## config.mk

```make
export PLATFORM = sky130hd
export DESIGN_NAME = i2c_eeprom_byte_master
export DESIGN_NICKNAME = d
export VERILOG_FILES = /design/src/rtl/core/i2cm_pkg.sv /design/src/rtl/core/i2cm_step.sv /design/src/rtl/core/i2c_eeprom_byte_master.sv
export SDC_FILE = /design/constraint.sdc
export NUM_CORES = 1
export LEC_CHECK = 0
export BUFFER_PORTS_ARGS = -buffer_cell sky130_fd_sc_hd__buf_2
export CAP_MARGIN = 20
export CORE_ASPECT_RATIO = 0.7
export CORE_MARGIN = 4
export CORE_UTILIZATION = 37
export CTS_CLUSTER_DIAMETER = 30
export CTS_CLUSTER_SIZE = 12
export DETAILED_ROUTE_END_ITERATION = 7
export PLACE_DENSITY = 0.5
export SLEW_MARGIN = 20
export SYNTH_ARGS = -nofsm -noshare
export SYNTH_HDL_FRONTEND = slang
export SYNTH_SLANG_ARGS = --single-unit
```

## constraint.sdc

```tcl
create_clock -name clk -period 5.9 [get_ports clk]
set_input_delay 0.59 -clock clk [delete_from_list [all_inputs] [get_ports clk]]
set_output_delay 0.59 -clock clk [all_outputs]
set_load 0.01 [all_outputs]
```

## src/rtl/core/i2cm_pkg.sv

```systemverilog
// ----------------------------------------------------------------------------
// i2cm_pkg
// Types and constants shared by the I2C EEPROM byte master and its step logic.
// ----------------------------------------------------------------------------
package i2cm_pkg;

	// Bus phase, one-hot
	typedef enum logic [16:0] {
		P_IDLE    = 17'h00001,
		P_STA_A   = 17'h00002,
		P_STA_B   = 17'h00004,
		P_STA_C   = 17'h00008,
		P_TX_LO   = 17'h00010,
		P_TX_HI   = 17'h00020,
		P_ACK_LO  = 17'h00040,
		P_ACK_HI  = 17'h00080,
		P_RS_A    = 17'h00100,
		P_RX_LO   = 17'h00200,
		P_RX_HI   = 17'h00400,
		P_MACK_LO = 17'h00800,
		P_MACK_HI = 17'h01000,
		P_STO_A   = 17'h02000,
		P_STO_B   = 17'h04000,
		P_STO_C   = 17'h08000,
		P_WAIT    = 17'h10000
	} phase_t;

	// Byte currently on the bus
	typedef enum logic [1:0] {
		SEG_DEVW = 2'd0,
		SEG_WORD = 2'd1,
		SEG_DATA = 2'd2,
		SEG_DEVR = 2'd3
	} seg_t;

	// Configuration register indexes
	typedef enum logic [1:0] {
		CFG_PHASE_TICKS = 2'd0,
		CFG_WRITE_WAIT  = 2'd1,
		CFG_DEV_SELECT  = 2'd2
	} cfg_idx_t;

	localparam int unsigned CFG_DATA_W = 20;

	localparam logic [9:0]  PHASE_TICKS_RST = 10'd2;
	localparam logic [19:0] WRITE_WAIT_RST  = 20'd10000;
	localparam logic [6:0]  DEV_SELECT_RST  = 7'd80;

	localparam logic OP_WRITE = 1'b0;
	localparam logic OP_READ  = 1'b1;

	typedef struct packed {
		logic [9:0]  phase_ticks;
		logic [19:0] write_wait_ticks;
		logic [6:0]  device_select;
	} cfg_t;

	typedef struct packed {
		phase_t      phase;
		seg_t        seg;
		logic [3:0]  bit_count;
		logic [7:0]  shift_reg;
		logic [9:0]  tick_count;
		logic [19:0] wait_count;
		logic        latched_op;
		logic [7:0]  latched_addr;
		logic [7:0]  latched_data;
		logic [7:0]  read_byte;
		logic        nack_flag;
	} state_t;

	localparam state_t STATE_RST = '{
		phase:        P_IDLE,
		seg:          SEG_DEVW,
		bit_count:    4'd0,
		shift_reg:    8'd0,
		tick_count:   10'd0,
		wait_count:   20'd0,
		latched_op:   1'b0,
		latched_addr: 8'd0,
		latched_data: 8'd0,
		read_byte:    8'd0,
		nack_flag:    1'b0
	};

	// Line levels and status shown for one tick
	typedef struct packed {
		logic scl;
		logic sda;
		logic busy;
		logic done;
	} res_t;

endpackage

```

## src/rtl/core/i2cm_step.sv

```systemverilog
// ----------------------------------------------------------------------------
// i2cm_step
// Next-state and line-level logic for one time-base tick of the I2C master.
// ----------------------------------------------------------------------------
module i2cm_step (
	input  i2cm_pkg::state_t st,
	input  i2cm_pkg::cfg_t   cfg,
	input  logic             request,
	input  logic             opcode,
	input  logic [7:0]       word_addr,
	input  logic [7:0]       wr_data,
	input  logic             sda_in,
	output i2cm_pkg::state_t st_nxt,
	output i2cm_pkg::res_t   res
);
	import i2cm_pkg::*;

	logic [9:0]  ph;
	logic [10:0] tick_inc;
	logic [20:0] wait_inc;
	logic [3:0]  bit_inc;
	logic [7:0]  rx_shift;
	logic        done;

	// Advance the bus sequence by one tick
	always_comb begin
		st_nxt   = st;
		done     = 1'b0;
		ph       = (cfg.phase_ticks == 10'd0) ? 10'd1 : cfg.phase_ticks;
		tick_inc = {1'b0, st.tick_count} + 11'd1;
		wait_inc = {1'b0, st.wait_count} + 21'd1;
		bit_inc  = st.bit_count + 4'd1;
		rx_shift = {st.shift_reg[6:0], sda_in};

		unique case (st.phase)
			P_IDLE: begin
				if (request) begin
					st_nxt.latched_op   = opcode;
					st_nxt.latched_addr = word_addr;
					st_nxt.latched_data = wr_data;
					st_nxt.nack_flag    = 1'b0;
					st_nxt.seg          = SEG_DEVW;
					st_nxt.shift_reg    = {cfg.device_select, OP_WRITE};
					st_nxt.bit_count    = 4'd0;
					st_nxt.tick_count   = 10'd0;
					st_nxt.phase        = P_STA_A;
				end
			end
			P_WAIT: begin
				if (wait_inc >= {1'b0, cfg.write_wait_ticks}) begin
					st_nxt.phase      = P_IDLE;
					st_nxt.wait_count = 20'd0;
					done              = 1'b1;
				end else begin
					st_nxt.wait_count = wait_inc[19:0];
				end
			end
			default: begin
				if (tick_inc >= {1'b0, ph}) begin
					// End of a timed step: pick the next bus phase
					st_nxt.tick_count = 10'd0;
					unique case (st.phase)
						P_STA_A: st_nxt.phase = P_STA_B;
						P_STA_B: st_nxt.phase = P_STA_C;
						P_STA_C: begin
							st_nxt.phase     = P_TX_LO;
							st_nxt.bit_count = 4'd0;
						end
						P_TX_LO: st_nxt.phase = P_TX_HI;
						P_TX_HI: begin
							st_nxt.shift_reg = {st.shift_reg[6:0], 1'b0};
							st_nxt.bit_count = bit_inc;
							st_nxt.phase     = (bit_inc >= 4'd8) ? P_ACK_LO : P_TX_LO;
						end
						P_ACK_LO: st_nxt.phase = P_ACK_HI;
						P_ACK_HI: begin
							if (sda_in) begin
								// Missed acknowledge: abort with a stop
								st_nxt.nack_flag = 1'b1;
								st_nxt.phase     = P_STO_A;
							end else begin
								unique case (st.seg)
									SEG_DEVW: begin
										st_nxt.seg       = SEG_WORD;
										st_nxt.shift_reg = st.latched_addr;
										st_nxt.bit_count = 4'd0;
										st_nxt.phase     = P_TX_LO;
									end
									SEG_WORD: begin
										if (st.latched_op == OP_WRITE) begin
											st_nxt.seg       = SEG_DATA;
											st_nxt.shift_reg = st.latched_data;
											st_nxt.bit_count = 4'd0;
											st_nxt.phase     = P_TX_LO;
										end else begin
											st_nxt.seg       = SEG_DEVR;
											st_nxt.shift_reg = {cfg.device_select, OP_READ};
											st_nxt.phase     = P_RS_A;
										end
									end
									SEG_DATA: st_nxt.phase = P_STO_A;
									default: begin
										st_nxt.shift_reg = 8'd0;
										st_nxt.bit_count = 4'd0;
										st_nxt.phase     = P_RX_LO;
									end
								endcase
							end
						end
						P_RS_A:  st_nxt.phase = P_STA_A;
						P_RX_LO: st_nxt.phase = P_RX_HI;
						P_RX_HI: begin
							st_nxt.shift_reg = rx_shift;
							st_nxt.bit_count = bit_inc;
							if (bit_inc >= 4'd8) begin
								st_nxt.read_byte = rx_shift;
								st_nxt.phase     = P_MACK_LO;
							end else begin
								st_nxt.phase = P_RX_LO;
							end
						end
						P_MACK_LO: st_nxt.phase = P_MACK_HI;
						P_MACK_HI: st_nxt.phase = P_STO_A;
						P_STO_A:   st_nxt.phase = P_STO_B;
						P_STO_B:   st_nxt.phase = P_STO_C;
						P_STO_C: begin
							// Hold busy for the write cycle after a clean write, unless the write wait is zero
							if (st.latched_op == OP_WRITE && !st.nack_flag &&
							    cfg.write_wait_ticks != 20'd0) begin
								st_nxt.wait_count = 20'd0;
								st_nxt.phase      = P_WAIT;
							end else begin
								st_nxt.phase = P_IDLE;
								done         = 1'b1;
							end
						end
						default: begin
							st_nxt.phase = P_IDLE;
							done         = 1'b1;
						end
					endcase
				end else begin
					st_nxt.tick_count = tick_inc[9:0];
				end
			end
		endcase
	end

	// Decode line levels from the new phase
	always_comb begin
		res.busy = (st_nxt.phase != P_IDLE);
		res.done = done;
		unique case (st_nxt.phase)
			P_STA_B: begin
				res.scl = 1'b1;
				res.sda = 1'b0;
			end
			P_STA_C, P_STO_A: begin
				res.scl = 1'b0;
				res.sda = 1'b0;
			end
			P_TX_LO: begin
				res.scl = 1'b0;
				res.sda = st_nxt.shift_reg[7];
			end
			P_TX_HI: begin
				res.scl = 1'b1;
				res.sda = st_nxt.shift_reg[7];
			end
			P_ACK_LO, P_RS_A, P_RX_LO, P_MACK_LO: begin
				res.scl = 1'b0;
				res.sda = 1'b1;
			end
			P_STO_B: begin
				res.scl = 1'b1;
				res.sda = 1'b0;
			end
			default: begin
				res.scl = 1'b1;
				res.sda = 1'b1;
			end
		endcase
	end

endmodule

```

## src/rtl/core/i2c_eeprom_byte_master.sv

```systemverilog
// ----------------------------------------------------------------------------
// i2c_eeprom_byte_master: one input transfer per tick, result valid in the next cycle.
// Throughput one transfer per cycle while out_ready does not stall the result register.
// Reset (arst_n low) goes idle with no result valid and state and config at defaults.
// ----------------------------------------------------------------------------
module i2c_eeprom_byte_master (
	input  logic                                clk,
	input  logic                                arst_n,
	// configuration writes
	input  logic                                cfg_we,
	input  logic [1:0]                          cfg_index,
	input  logic [i2cm_pkg::CFG_DATA_W-1:0]     cfg_data,
	// tick input
	input  logic                                in_valid,
	output logic                                in_ready,
	input  logic                                request,
	input  logic                                opcode,
	input  logic [7:0]                          word_addr,
	input  logic [7:0]                          wr_data,
	input  logic                                sda_in,
	// tick result
	output logic                                out_valid,
	input  logic                                out_ready,
	output logic                                scl_out,
	output logic                                sda_out,
	output logic                                busy_res,
	output logic                                done_res,
	output logic [7:0]                          rd_data,
	output logic                                nack
);
	import i2cm_pkg::*;

	cfg_t   cfg_q;
	state_t st_q;
	state_t st_nxt;
	res_t   res;
	logic   out_valid_q;
	res_t   res_q;
	logic [7:0] rd_data_q;
	logic       nack_q;
	logic       in_xfer;

	// Write configuration registers
	always_ff @(posedge clk or negedge arst_n) begin
		if (!arst_n) begin
			cfg_q.phase_ticks      <= PHASE_TICKS_RST;
			cfg_q.write_wait_ticks <= WRITE_WAIT_RST;
			cfg_q.device_select    <= DEV_SELECT_RST;
		end else if (cfg_we) begin
			unique case (cfg_index)
				CFG_PHASE_TICKS: cfg_q.phase_ticks      <= cfg_data[9:0];
				CFG_WRITE_WAIT:  cfg_q.write_wait_ticks <= cfg_data[19:0];
				CFG_DEV_SELECT:  cfg_q.device_select    <= cfg_data[6:0];
				default: ;
			endcase
		end
	end

	i2cm_step u_step (
		.st        (st_q),
		.cfg       (cfg_q),
		.request   (request),
		.opcode    (opcode),
		.word_addr (word_addr),
		.wr_data   (wr_data),
		.sda_in    (sda_in),
		.st_nxt    (st_nxt),
		.res       (res)
	);

	// Take a new tick whenever the result register is free or draining
	assign in_ready = !out_valid_q || out_ready;
	assign in_xfer  = in_valid && in_ready;

	// Advance state and result valid on each input transfer
	always_ff @(posedge clk or negedge arst_n) begin
		if (!arst_n) begin
			st_q        <= STATE_RST;
			out_valid_q <= 1'b0;
		end else if (in_xfer) begin
			st_q        <= st_nxt;
			out_valid_q <= 1'b1;
		end else if (out_ready) begin
			out_valid_q <= 1'b0;
		end
	end

	// Hold result payload until the next transfer
	always_ff @(posedge clk) begin
		if (in_xfer) begin
			res_q     <= res;
			rd_data_q <= st_nxt.read_byte;
			nack_q    <= st_nxt.nack_flag;
		end
	end

	assign out_valid = out_valid_q;
	assign scl_out   = res_q.scl;
	assign sda_out   = res_q.sda;
	assign busy_res  = res_q.busy;
	assign done_res  = res_q.done;
	assign rd_data   = rd_data_q;
	assign nack      = nack_q;

`ifndef NO_ASSERTIONS
	// A finished transfer is never reported as still busy
	a_done_not_busy: assert property (@(posedge clk) disable iff (!arst_n)
		out_valid && done_res |-> !busy_res)
		else $error("done shown while busy");

	// Idle lines are released
	a_idle_lines: assert property (@(posedge clk) disable iff (!arst_n)
		out_valid && !busy_res |-> scl_out && sda_out)
		else $error("lines driven while idle");

	// Every accepted tick yields a result on the next cycle
	a_result_follows: assert property (@(posedge clk) disable iff (!arst_n)
		in_valid && in_ready |=> out_valid)
		else $error("accepted tick produced no result");
`endif

endmodule

```

# After elaboration in Yosys (flattened, before gate mapping)

Index checks and enable logic that the tools add are counted.

Register bits: 138
Input port bits: 46
Output and inout port bits: 15

Add/subtract/negate cells: 3
$lt $le $gt $ge: 3
Eq/ne operators: 37
Multiplexer cells: 44
Bitwise gates (word level): 3
Reductions and logical operators: 34

Operators with widths:

| cell                  | count |
|---|---|
| $pmux 17 s15          | 1 |
| $mux 20               | 4 |
| $mux 17               | 3 |
| $pmux 17 s3           | 1 |
| $pmux 24 s2           | 1 |
| $mux 41               | 1 |
| $pmux 20 s2           | 1 |
| $pmux 12 s3           | 1 |
| $eq 17x10->1 const B  | 2 |
| $eq 17x12->1 const B  | 2 |
| $eq 17x14->1 const B  | 2 |
| $eq 17x15->1 const B  | 2 |
| $eq 17x3->1 const B   | 2 |
| $eq 17x4->1 const B   | 2 |
| $eq 17x5->1 const B   | 2 |
| $eq 17x6->1 const B   | 2 |
| $eq 17x7->1 const B   | 2 |
| $eq 17x9->1 const B   | 2 |
| $pmux 17 s2           | 1 |
| $mux 8                | 4 |
| $mux 31               | 1 |
| $pmux 8 s3            | 1 |
| $add 20x1->21 const B | 1 |
| $ge 21x20->1          | 1 |
| 50 further kinds      | 82 |

# Logic depth before layout (Yosys ltp)

Word-level depth: 11
Gate-level depth with buffers: 19

# Modules after synthesis

From an unflattened synthesis, not the netlist that was laid out.

Cell total of the unflattened synthesis: 940
Area total of the unflattened synthesis: 9039.9 sq um

Modules (own cells, without submodules):

| module                 | instances | cells an instance | area an instance (sq um) |
|---|---|---|---|
| i2c_eeprom_byte_master | 1         | 281               | 5128.7 |
| i2cm_step              | 1         | 659               | 3911.3 |

# Least setup slack after synthesis

No wires, ideal clock.

Kind: reg-to-reg
Start: reg st_q[26] (netlist name)
End: reg res_q (netlist bit sda_out) (data pin)
Data arrival time: 3872 ps
Required time: 5636 ps
Setup slack: 1765 ps
Cell stages (with the launch flop): 20
Path buffers: 1
Cells stage by stage: dfrtp_1 > ha_1 > and3_1 > and3_1 > clkbuf_1 > and3_1 > and4_1 > nand4_1 > xnor2_1 > ha_1 > nand3_1 > nor4_1 > o211ai_1 > and4_1 > nand2b_1 > o211a_1 > nor4b_1 > nand4_1 > nand3_1 > o21ai_1

RTL lines:

| item                   | line                         | text |
|---|---|---|
| start, declared        | i2c_eeprom_byte_master.sv:34 | `state_t st_q;` |
| start signal, assigned | i2c_eeprom_byte_master.sv:81 | `st_q <= st_nxt;` |
| end signal, assigned   | i2c_eeprom_byte_master.sv:91 | `res_q <= res;` |
| end, declared          | i2c_eeprom_byte_master.sv:38 | `res_t res_q;` |

==> reports/summary.txt <==
FILL cells: 2068
Die Y: 132 um
unrepaired setup endpoints after global routing: false
routed wl met3: 1400 um
cts hold-fix bufs: 0
die area: 0.0243 mm^2
Seq cells post-synth: 138
Slew Limit Fails: 0
FF-to-FF setup slack: 0.93 ns
peak supply drop: 207 uV
layout cells sized above 1: 20.6%
Power Dens Cells: 344 mW/mm^2
fin crit period: 4.97 ns
met2 WL post-DR: 8580 um
Iter 0 DRT Violations: 480
CTS tree: built
IO buf count: 60
Worst Reg-to-Reg Cells: 18
Layout Skew: 0.00708 ns
Core Area: 0.0211 mm^2
r2r endpoint: sda_out
RR Startpoint: st_q[26]
run status: finished clean
Root Driver: clkbuf_16
fin cells: 1180
clock sink count: 138
Post-CTS Resized: 0
M1 WL: 12000 um
H-tree depth: 4
Crit-path slowest cell: nor4b_1
most frequent cells in the layout: nand2_1, dfrtp_1, buf_2
GRT Util Overall: 18.7%
total power: 3.17 mW
share of the synthesized area in the top cell type: 36.0%
Clk pin slew, worst setup/hold paths: 0.07 ns
placed insts: 1148
post-synth cell types: 71
routability cong.: 0.919
CP Launch Type: register
Post-synth EDFFs: 13
CP peak stage delay: 0.47 ns
hpwl dp: 16400 um
TritonCTS buffer count: 17
worst skew pair latency: 0.44 ns
largest net degree at the start of global routing: 66
fmax: 201 MHz
crit end category: register
worst hold path class: input pin to asynchronous set/reset pin
Main synth FF type: dfrtp_1
synth top area cells: dfrtp_1, mux2_2, nand2_1
worst path buffer plus inverter count: 0
initial antenna violation count: 0
First-pass DRT Iterations: 5
commonest non-fill, non-tap cell in the layout: nand2_1
I/O pins: 61
Max Root-Sink Buffers: 2
leakage power: 4.17 nW
first-pass GRT wire length: 35500 um
Setup Fix Bufs, Post-CTS: 0
GRT Residual Overflow: 0
Cells after Synth: 845
setup TNS: 0 ns
crit-path max FO: 12
synthesized net count: 924
syn_area_per_cell: 9.56 um^2
# diodes: 0
highest routed layer: met4
Avg Vias per Cell: 5.48
period utilization: 84.3%
Final #Nets: 970
cell family with most CP delay: simple AND/OR/NAND/NOR gates
DRT Wirelength: 22300 um
Worst-Margin Slew: 0.964 ns
count of yosys warnings during synthesis: 0
sequential cell area fraction in the yosys report: 43.7%
crit-path cells: ha_1 > and3_1 > and3_1 > and3_1 > and4_1 > nand4_1 > xnor2_1 > ha_1 > nand3_1 > nor4_1 > o211ai_1 > and4_1 > nand2b_1 > o211a_1 > nor4b_1 > nand4_1 > nand3_1 > o21ai_1
area delta synth->final: 14.2%
Async S/R FF share, synth: 90.6%
Slew headroom: 35.5%
Initial Util: 38.3%
die extent in x: 185 um
CP Class: register to register
final setup fails: 0
Final Hold Viols: 0
Arr. time, crit path: 5.13 ns
CP required: 6.06 ns
vias in the first global route: 6129
Max Cap Viol: 0
Most Frequent Cell on Critical Path: and3_1
# rows: 44
post-synth top area cell: dfrtp_1
Mapped Area: 0.00807 mm^2
number of remaining DRC errors: 0
routed len/inst: 18.9 um
number of routed nets with antenna violations: 0
DR vias: 6461
==> registers in the layout, indices dropped and copies added (netlist names) <==
signal and cells:
cfg_q 37, nack 1, out_valid 1, scl_out 1, st_q 87, done_res 1
rd_data 8, busy_res 1, sda_out 1
==> report_power, final <==
| part | internal, mW | switching, mW | total (mW) |
|---|---|---|---|
| Clock | 0.659 | 0.460 | 1.12 |
| Sequential | 1.11 | 0.140 | 1.25 |
| Combinational | 0.339 | 0.463 | 0.803 |
==> Yosys cell counts (all sizes together), types with 8 or more instances <==
master and number:
a22o 10, o31ai 9, nor3 18, inv 39, nand2 125, nand3 39, buf 16, mux2i 11
nand4 17, edfxtp 13, a21oi 29, o21ai 63, mux2 58, clkbuf 23, a211oi 8, nor2 53
dfstp 9, xnor2 17, and3 12, nor4 15, xor2 14, nand2b 9, ha 33, dfrtp 116
==> cells by family after synthesis <==
| family | Yosys count | share of synthesized area [%] |
|---|---|---|
| compound gates | 164 | 13.2 |
| fa+ha+maj | 33 | 5.11 |
| buf+inv | 78 | 4.09 |
| mux | 69 | 9.50 |
| simple gates | 332 | 21.0 |
| flops | 138 | 43.7 |
| xor+xnor | 31 | 3.36 |
==> worst max-delay path by stage <==
stage	end	slack [ns]	start	depth (start not counted)
after floorplan	sda_out	1.76	st_q[26]	19
after global placement	sda_out	1.23	st_q[26]	18
after detailed placement	sda_out	0.98	st_q[28]	18
after CTS	sda_out	0.97	st_q[26]	18
after global routing	sda_out	0.58	st_q[26]	18
final	sda_out	0.93	st_q[26]	18
==> final cells by class <==
| cell class | count | area (um^2) | area share, % |
|---|---|---|---|
| clock inverter | 13 | 156 | 1.70 |
| multi-input combinational | 629 | 4240 | 45.9 |
| clock buffer | 19 | 454 | 4.93 |
| tap | 276 | 345 | 3.75 |
| inverter | 39 | 146 | 1.59 |
| sequential | 138 | 3530 | 38.3 |
| timing repair buffer | 66 | 352 | 3.81 |
==> through the flow <==
stage / setup WS [ns] / area (um^2) / hold slack [ns] / utilization (%)
floorplan: 1.76 / 8070 / 0.294 / -
global placement: 1.23 / 8600 / 0.454 / 40.8
detailed placement: 0.985 / 8600 / 0.461 / 40.8
CTS: 0.973 / 9220 / 0.148 / 43.7
global route: 0.578 / 9220 / 0.184 / 43.7
finish: 0.929 / 9220 / 0.140 / 43.7
==> layer usage <==
layer | track usage [%] | up-vias
met4 | 5.34 | 0
met3 | 4.86 | 22
met1 | 30.0 | 3114
li1 | - | 3156
met2 | 24.4 | 169
met5 | 0 | -
(Power assumes the default switching activity.)
